### config.mk
export PLATFORM = sky130hd
export DESIGN_NAME = worst_fit_segment_allocator
export DESIGN_NICKNAME = d
export VERILOG_FILES = /design/src/rtl/wfsa_pkg.sv /design/src/rtl/worst_fit_segment_allocator.sv
export SDC_FILE = /design/constraint.sdc
export NUM_CORES = 1
export LEC_CHECK = 0
export BUFFER_PORTS_ARGS = -buffer_cell sky130_fd_sc_hd__clkbuf_2
export CAP_MARGIN = 20
export CORE_ASPECT_RATIO = 0.9
export CORE_MARGIN = 10
export CORE_UTILIZATION = 30
export CTS_CLUSTER_SIZE = 40
export DETAILED_ROUTE_END_ITERATION = 10
export GPL_TIMING_DRIVEN = 1
export PLACE_DENSITY = 0.46
export SYNTH_ARGS = -nofsm -noshare
export SYNTH_HDL_FRONTEND = slang
export SYNTH_SLANG_ARGS = --single-unit
### constraint.sdc
create_clock -name clk -period 14.1 [get_ports clk]
set_input_delay 2.115 -clock clk [delete_from_list [all_inputs] [get_ports clk]]
set_output_delay 2.115 -clock clk [all_outputs]
set_load 0.005 [all_outputs]
### src/rtl/wfsa_pkg.sv
// ----------------------------------------------------------------------------
// wfsa_pkg: shared types and codes for the worst-fit segment allocator
// Status codes, request kinds and the sequencer state type.
// ----------------------------------------------------------------------------
`default_nettype none
package wfsa_pkg;

  // address width of the managed region; port fields are sized for 16
  localparam int ADDR_BITS = 16;

  typedef enum logic [2:0] {
    ST_OK       = 3'd0,
    ST_NOFIT    = 3'd1,
    ST_NOTFOUND = 3'd2,
    ST_FULL     = 3'd3,
    ST_BAD      = 3'd4
  } status_t;

  localparam logic FUNC_ALLOC = 1'b0;
  localparam logic FUNC_FREE  = 1'b1;

  typedef enum logic [3:0] {
    S_IDLE,
    S_SCAN,
    S_DECIDE,
    S_SHUP,
    S_SPLIT,
    S_FREE,
    S_MNEXT,
    S_MPREV,
    S_SHDN,
    S_OUT
  } state_t;

endpackage
`default_nettype wire

### src/rtl/worst_fit_segment_allocator.sv
// ----------------------------------------------------------------------------
// worst_fit_segment_allocator: worst-fit allocate / free over a segment table
// Address-ordered segment table in one synchronous memory, read-modify-write
// by a small sequencer.
// ----------------------------------------------------------------------------
// channel   dir  handshake               payload
// s_axis    in   tvalid/tready           tuser=func, tdata=req_size,owner_id
// m_axis    out  tvalid/tready           tdata=status,seg_base,seg_length
// cfg       in   region_size_we          region_size_wdata
//
// One request at a time; a request runs from accept to m_axis_tvalid as one
// scan pass over the memory (one read a cycle, data in the cycle after)
// plus up to two shift passes (split, or merge with next and previous).
// A rejected request skips the scan and goes straight to the result.
// Reset, or a region_size write, leaves one free segment; no clearing pass.
// A held result blocks the next request until m_axis_tready.
// ----------------------------------------------------------------------------
`default_nettype none
module worst_fit_segment_allocator
  import wfsa_pkg::*;
#(
  parameter int MAX_SEGMENTS = 16,
  parameter int ID_BITS      = 8
) (
  input  wire logic        clk,
  input  wire logic        rst,
  input  wire logic        s_axis_tvalid,
  output logic             s_axis_tready,
  input  wire logic [31:0] s_axis_tdata,  // [16:0] req_size, [24:17] owner_id
  input  wire logic        s_axis_tuser,  // func
  output logic             m_axis_tvalid,
  input  wire logic        m_axis_tready,
  output logic [39:0]      m_axis_tdata,  // [2:0] status, [18:3] seg_base, [35:19] seg_length
  input  wire logic        region_size_we,
  input  wire logic [16:0] region_size_wdata
);

  localparam int IW = $clog2(MAX_SEGMENTS);
  localparam int CW = $clog2(MAX_SEGMENTS + 1);
  localparam int LW = ADDR_BITS + 1;

  typedef struct packed {
    logic [ADDR_BITS-1:0] start;
    logic [ADDR_BITS-1:0] last;
    logic [ID_BITS-1:0]   owner;
  } seg_t;

  // segment table memory
  seg_t              mem [MAX_SEGMENTS];
  logic              mem_we;
  logic [IW-1:0]     mem_waddr;
  seg_t              mem_wdata;
  logic [IW-1:0]     mem_raddr;
  seg_t              rd;

  always_ff @(posedge clk) begin
    if (mem_we) begin
      mem[mem_waddr] <= mem_wdata;
    end
    rd <= mem[mem_raddr];
  end

  state_t            state, state_next;
  logic [CW-1:0]     count, count_next;
  logic [LW-1:0]     region;
  logic              cfg_pend;
  logic              req_func;
  logic [LW-1:0]     req_size;
  logic [ID_BITS-1:0] req_id;
  logic [CW-1:0]     ptr, ptr_next;    // read pointer
  logic [CW-1:0]     rptr, rptr_next;  // index of data in rd
  logic              rvalid, rvalid_next;
  logic              found, found_next;
  logic [IW-1:0]     best, best_next;
  logic [LW-1:0]     best_len, best_len_next;
  seg_t              bseg, bseg_next;  // chosen entry
  seg_t              pseg, pseg_next;  // previous entry during free scan
  logic [2:0]        ost, ost_next;
  logic [ADDR_BITS-1:0] obase, obase_next;
  logic [LW-1:0]     olen, olen_next;
  logic              ovalid;
  logic              merge_prev, merge_prev_next;
  logic [IW-1:0]     drop, drop_next; // index removed by shift-down

  logic [LW-1:0]     rd_len;

  assign rd_len  = LW'({1'b0, rd.last} - {1'b0, rd.start} + 1'b1);

  assign s_axis_tready = (state == S_IDLE) && !ovalid && !cfg_pend;
  assign m_axis_tvalid = ovalid;
  assign m_axis_tdata  = {4'd0, 17'(olen), 16'(obase), ost};

  always_ff @(posedge clk) begin
    if (rst) begin
      state    <= S_IDLE;
      count    <= CW'(1);
      region   <= LW'(65536 > (1 << ADDR_BITS) ? (1 << ADDR_BITS) : 65536);
      cfg_pend <= 1'b1;
      ovalid   <= 1'b0;
    end else begin
      state <= state_next;
      count <= count_next;
      if (region_size_we) begin
        cfg_pend <= 1'b1;
        if (region_size_wdata == '0) begin
          region <= LW'(1);
        end else if (18'(region_size_wdata) > 18'(1 << ADDR_BITS)) begin
          region <= LW'(1 << ADDR_BITS);
        end else begin
          region <= LW'(region_size_wdata);
        end
      end else if (cfg_pend) begin
        cfg_pend <= 1'b0;
        count    <= CW'(1);
      end
      if (state == S_OUT) begin
        ovalid <= 1'b1;
      end else if (m_axis_tready) begin
        ovalid <= 1'b0;
      end
    end
  end

  always_ff @(posedge clk) begin
    if (s_axis_tvalid && s_axis_tready) begin
      req_func <= s_axis_tuser;
      req_size <= LW'(s_axis_tdata[16:0]);
      req_id   <= ID_BITS'(s_axis_tdata[24:17]);
    end
    ptr <= ptr_next;
    rptr <= rptr_next;
    rvalid <= rvalid_next;
    found <= found_next;
    best <= best_next;
    best_len <= best_len_next;
    bseg <= bseg_next;
    pseg <= pseg_next;
    ost <= ost_next;
    obase <= obase_next;
    olen <= olen_next;
    merge_prev <= merge_prev_next;
    drop <= drop_next;
  end

  always_comb begin
    state_next = state;
    count_next = count;
    ptr_next = ptr;
    rptr_next = rptr;
    rvalid_next = 1'b0;
    found_next = found;
    best_next = best;
    best_len_next = best_len;
    bseg_next = bseg;
    pseg_next = pseg;
    ost_next = ost;
    obase_next = obase;
    olen_next = olen;
    merge_prev_next = merge_prev;
    drop_next = drop;
    mem_we = 1'b0;
    mem_waddr = '0;
    mem_wdata = '0;
    mem_raddr = ptr[IW-1:0];
    // config rewrites entry 0
    if (cfg_pend && state == S_IDLE && !region_size_we) begin
      mem_we = 1'b1;
      mem_waddr = '0;
      mem_wdata.start = '0;
      mem_wdata.last = ADDR_BITS'(region - 1'b1);
      mem_wdata.owner = '0;
    end
    case (state)
      S_IDLE: begin
        if (s_axis_tvalid && s_axis_tready) begin
          ptr_next = '0;
          found_next = 1'b0;
          best_len_next = '0;
          merge_prev_next = 1'b0;
          if (ID_BITS'(s_axis_tdata[24:17]) == '0 ||
              (s_axis_tuser == FUNC_ALLOC && s_axis_tdata[16:0] == '0)) begin
            ost_next = ST_BAD;
            obase_next = '0;
            olen_next = '0;
            state_next = S_OUT;
          end else begin
            state_next = S_SCAN;
          end
        end
      end
      S_SCAN: begin
        // issue reads, consume rd in the following cycle
        if (ptr < count) begin
          mem_raddr = ptr[IW-1:0];
          rvalid_next = 1'b1;
          rptr_next = ptr;
          ptr_next = ptr + 1'b1;
        end
        if (rvalid) begin
          pseg_next = rd;
          if (req_func == FUNC_ALLOC) begin
            if (rd.owner == '0 && req_size <= rd_len && rd_len > best_len) begin
              found_next = 1'b1;
              best_next = rptr[IW-1:0];
              best_len_next = rd_len;
              bseg_next = rd;
            end
          end else if (rd.owner == req_id) begin
            found_next = 1'b1;
            best_next = rptr[IW-1:0];
            bseg_next = rd;
            // keep the entry below the hit for a merge with previous
            pseg_next = pseg;
            merge_prev_next = (rptr != '0) && (pseg.owner == '0);
            rvalid_next = 1'b0;
            state_next = S_DECIDE;
          end
        end
        if (ptr >= count && !rvalid && state_next == S_SCAN) begin
          state_next = S_DECIDE;
        end
      end
      S_DECIDE: begin
        state_next = S_OUT;
        obase_next = '0;
        olen_next = '0;
        if (!found) begin
          ost_next = (req_func == FUNC_ALLOC) ? ST_NOFIT : ST_NOTFOUND;
        end else if (req_func == FUNC_ALLOC) begin
          ost_next = ST_OK;
          obase_next = bseg.start;
          olen_next = req_size;
          if (req_size == best_len) begin
            mem_we = 1'b1;
            mem_waddr = best;
            mem_wdata = bseg;
            mem_wdata.owner = req_id;
          end else if (count >= CW'(MAX_SEGMENTS)) begin
            ost_next = ST_FULL;
            obase_next = '0;
            olen_next = '0;
          end else begin
            // shift entries best+1..count-1 up by one, top first
            ptr_next = count - 1'b1;
            state_next = S_SHUP;
            mem_raddr = IW'(count - 1'b1);
          end
        end else begin
          ost_next = ST_OK;
          obase_next = bseg.start;
          olen_next = LW'({1'b0, bseg.last} - {1'b0, bseg.start} + 1'b1);
          ptr_next = CW'(best) + 1'b1;
          state_next = S_FREE;
        end
      end
      S_SHUP: begin
        // rd holds entry ptr (read last cycle)
        if (ptr > CW'(best)) begin
          mem_we = 1'b1;
          mem_waddr = IW'(ptr + 1'b1);
          mem_wdata = rd;
          ptr_next = ptr - 1'b1;
          mem_raddr = IW'(ptr - 1'b1);
        end else begin
          state_next = S_SPLIT;
        end
      end
      S_SPLIT: begin
        // upper free remainder
        mem_we = 1'b1;
        mem_waddr = best + 1'b1;
        mem_wdata.start = ADDR_BITS'(bseg.start + req_size);
        mem_wdata.last = bseg.last;
        mem_wdata.owner = '0;
        bseg_next.last = ADDR_BITS'(bseg.start + req_size - 1'b1);
        bseg_next.owner = req_id;
        count_next = count + 1'b1;
        ptr_next = CW'(best);
        state_next = S_MPREV; // reuse: writes bseg at best
        merge_prev_next = 1'b0;
      end
      S_FREE: begin
        // read next entry
        mem_raddr = ptr[IW-1:0];
        bseg_next.owner = '0;
        state_next = S_MNEXT;
      end
      S_MNEXT: begin
        drop_next = best + 1'b1;
        ptr_next = CW'(best) + 2'd2;
        if (CW'(best) + 1'b1 < count && rd.owner == '0) begin
          bseg_next.last = rd.last;
          state_next = S_SHDN;
          mem_raddr = IW'(CW'(best) + 2'd2);
        end else begin
          state_next = S_MPREV;
        end
      end
      S_MPREV: begin
        if (merge_prev) begin
          // fold into previous entry and drop this one
          mem_we = 1'b1;
          mem_waddr = best - 1'b1;
          mem_wdata = pseg;
          mem_wdata.last = bseg.last;
          merge_prev_next = 1'b0;
          drop_next = best;
          ptr_next = CW'(best) + 1'b1;
          mem_raddr = IW'(CW'(best) + 1'b1);
          state_next = S_SHDN;
        end else begin
          mem_we = 1'b1;
          mem_waddr = best;
          mem_wdata = bseg;
          state_next = S_OUT;
        end
      end
      S_SHDN: begin
        // rd holds entry ptr; move it to ptr-1
        if (ptr < count) begin
          mem_we = 1'b1;
          mem_waddr = IW'(ptr - 1'b1);
          mem_wdata = rd;
          ptr_next = ptr + 1'b1;
          mem_raddr = IW'(ptr + 1'b1);
        end else begin
          count_next = count - 1'b1;
          // entry best itself was dropped: nothing left to write back
          state_next = (drop == best) ? S_OUT : S_MPREV;
        end
      end
      S_OUT: begin
        state_next = S_IDLE;
      end
      default: state_next = S_IDLE;
    endcase
  end

endmodule
`default_nettype wire

==> impl_metrics.ini <==
[power]
power_density_nw_per_um2 = 139.9
swShare = 0.2542
p_sw_mw = 1.608
p_int_mw = 4.716
p_seq_frac = 0.464
static-leakage-power_nw = 16.31
p_comb_frac = 0.135
ir_drop_mv = 0.08552
clock_power_share = 0.401

[sta]
setup_tns_ns = 0
tightest_slew_ns = 1.123
drv_slew = 0
setup_slack_ns = 7.907
min_period_ns = 6.193
hold_viol = 0
max_slew_margin = 0.2513
setup_violations = 0
period_share = 0.4392
rsz0062_at_grt = no
fin_skew_ns = 0.03357
fmax_ghz = 0.1615

[layout]
multi_input_area_um2 = 13110
nFillCells = 12790
final_net_count = 3224
layout-drive-gt1-share = 0.1332
area_growth_pct = 13.77
diodes = 0
seq_area_um2 = 25470

[floorplanning]
die_area_um2 = 147400
die_w_um = 403.6
initial_core_util = 0.3025
io_pins = 97
die_h_um = 365.2
core.rowCount = 126
core-area_um2 = 131300

[yosys]
yosysUniqueCellTypes = 85
synth.area.top_cells = edfxtp_1 61%, mux2i_1 4.4%, ha_1 4.3%
synth_top_area_frac = 0.6070
synth.most_common_cell = edfxtp_1
synth_area_leader_cell = edfxtp_1
synthCells = 2951
synth_async_sr_flop_share = 0
syn_area_per_cell_um2 = 13.46
yosysWarningCount = 0
synth-main-ff-cell = edfxtp_1
yosysSeqAreaShare = 0.6413
synth_edf_count = 803
synth_seq_cells = 871
synthTopCellsByCount = 803 x edfxtp_1, 298 x nand2_1, 176 x mux2i_1
mappedNetlistArea_um2 = 39720

[placement]
place_congestion = 0.8502
port_buffers = 85
pre_cts_ws_ns = 7.876
dpl.hpwl_mm = 68.01

[clock_tree]
numCtsBuffers = 97
clock-root-buffer = clkbuf_16
clkTransAtPathRegs_ns = 0.06
clk-insertion-delay-late_ns = 0.68
tritoncts = yes
cts_hold_buf = 0
cts_resized = 0
cts_htree_levels = 3
cts_sinks = 871
post_cts_buffers = 0
clock_path_buffers = 3

[setup_path]
cp.arrival_ns = 6.53
crit_fanout = 16
start_kind = flip-flop
worstSetupPathType = flip-flop to flip-flop
required_ns = 14.44
worstSetupEndpointType = flip-flop

[route]
drt_iter0_markers = 2024
routedWlPerCell_um = 23.25
drt_pass1_iterations = 6
vias_per_cell = 5.038
remaining_drc_errors = 0
finalWirelength_mm = 112.5
vias = 24370
drtAntennaViolNets = 0

[global_route]
grt_pass1_wl_mm = 164.9
antenna_found_initial = 2
grt_pass1_vias = 23850
track_usage = 0.1485
grt_max_degree = 146
grt-ovfl-total = 0

[flow_run]
maxCapViolations = 0

[status]
status = complete, no violations

[hold_path]
hold_class = flip-flop to flip-flop
## placed cells by master (no fill, tap or decap), types with 16 or more instances in the layout
cell / Yosys / routed
nor2_4: 0 / 18
buf_4: 10 / 45
nand4_1: 19 / 19
clkbuf_1: 73 / 25
dfxtp_1: 68 / 68
a21oi_1: 76 / 76
xor2_1: 38 / 38
mux2i_1: 176 / 176
clkinv_2: 0 / 16
o22ai_1: 49 / 49
and3_1: 17 / 17
nand2_1: 298 / 295
a221o_1: 68 / 68
nor2_1: 161 / 140
mux2_2: 79 / 79
nor4_1: 17 / 17
clkbuf_2: 0 / 85
a222oi_1: 17 / 17
inv_1: 111 / 111
and2_1: 86 / 86
ha_1: 135 / 135
xnor2_1: 72 / 72
nand3_1: 28 / 28
clkbuf_16: 0 / 98
o21ai_0: 80 / 75
a211oi_1: 79 / 79
edfxtp_1: 803 / 803
a31oi_1: 85 / 85
nor3_1: 31 / 30
## stage by stage
step | hold WS [ns] | std cells | area, um^2 | total power [mW] | utilization
2_1_floorplan | 0.4272 | 2954 | 39730 | 3.579 | -
4_1_cts | 0.4521 | 4836 | 45190 | 6.399 | 0.3441
6_report | 0.4491 | 4837 | 45190 | 6.324 | 0.3441
3_5_place_dp | 0.4374 | 4659 | 41990 | 3.838 | 0.3198
5_1_grt | 0.4656 | 4837 | 45190 | 6.593 | 0.3441
3_3_place_gp | 0.4366 | 4658 | 41980 | 3.839 | 0.3197
## area by class of cell
class | instances | area share
Clock inverter | 42 | 0.01066
Multi-Input combinational cell | 1815 | 0.2901
Clock buffer | 135 | 0.05999
Sequential cell | 871 | 0.5637
Timing Repair Buffer | 134 | 0.01847
Tap cell | 1728 | 0.04784
Inverter | 112 | 0.009302
## power groups by stage
stage / sequential, mW / clock [mW] / combinational [mW]
after floorplan: 2.96 / 0 / 0.616
after global placement: 2.99 / 0 / 0.853
after detailed placement: 2.99 / 0 / 0.850
after CTS: 2.93 / 2.61 / 0.856
after global routing: 2.94 / 2.70 / 0.949
final: 2.93 / 2.53 / 0.854
## critical path: stages (launching register included)
cell and delay, ns:
dfxtp_1 0.36, inv_1 0.08, ha_1 0.32, ha_1 0.29
a21oi_1 0.20, o211ai_1 0.15, o21ai_1 0.23, o211ai_1 0.19
o31ai_1 0.40, o21ba_2 0.23, o211ai_1 0.10, a21oi_1 0.18
xor2_1 0.27, inv_1 0.07, ha_1 0.29, nand4_1 0.15
nor4_1 0.33, nand3_1 0.16, o31a_1 0.15, maj3_1 0.38
o21ai_1 0.13, a21bo_2 0.19, a41oi_1 0.24, nor2_2 0.37
buf_4 0.34
## metal layers
| layer | share of wire | vias to the layer above | track usage |
|---|---|---|---|
| met4 | 0.016 | 2 | 0.03393 |
| met2 | 0.45 | 636 | 0.2325 |
| met3 | 0.053 | 139 | 0.02214 |
| met5 | 0.00012 | - | 0 |
| li1 | - | 11420 | - |
| met1 | 0.49 | 12170 | 0.2158 |
## worst paths after layout
check / end / from / cells past startpoint / slack (ns)
min reg2reg: best[1] / rptr[1] / 0 / 0.45
min: best[1] / rptr[1] / 0 / 0.45
max reg2reg: bseg[32] / rd[26] / 24 / 7.91
max: bseg[32] / rd[26] / 24 / 7.91
## logic make-up (layout without fill, tap and decap cells)
group,Yosys count,after routing,share of synthesized area
flip-flops,871,871,0.6413
AND/OR/NAND/NOR,720,720,0.08356
AO/OA/AOI/OAI,586,586,0.1059
buffers and inverters,268,423,0.03361
multiplexers,256,256,0.06703
adder cells (fa/ha/maj),139,139,0.04429
XOR/XNOR,110,110,0.02425
other,1,4,0.00009440
## state kept, by name, indices dropped and copies added (netlist names), 4 cells and up
name and flops:
drop 4, obase 16, mem 640, count 5, rd 40, best_len 17, region 16, bseg 40
ptr 5, state 4, pseg 24, olen 17, req_size 17, rptr 5, req_id 8, best 4
No activity file was read; power rests on OpenSTA's default activity.
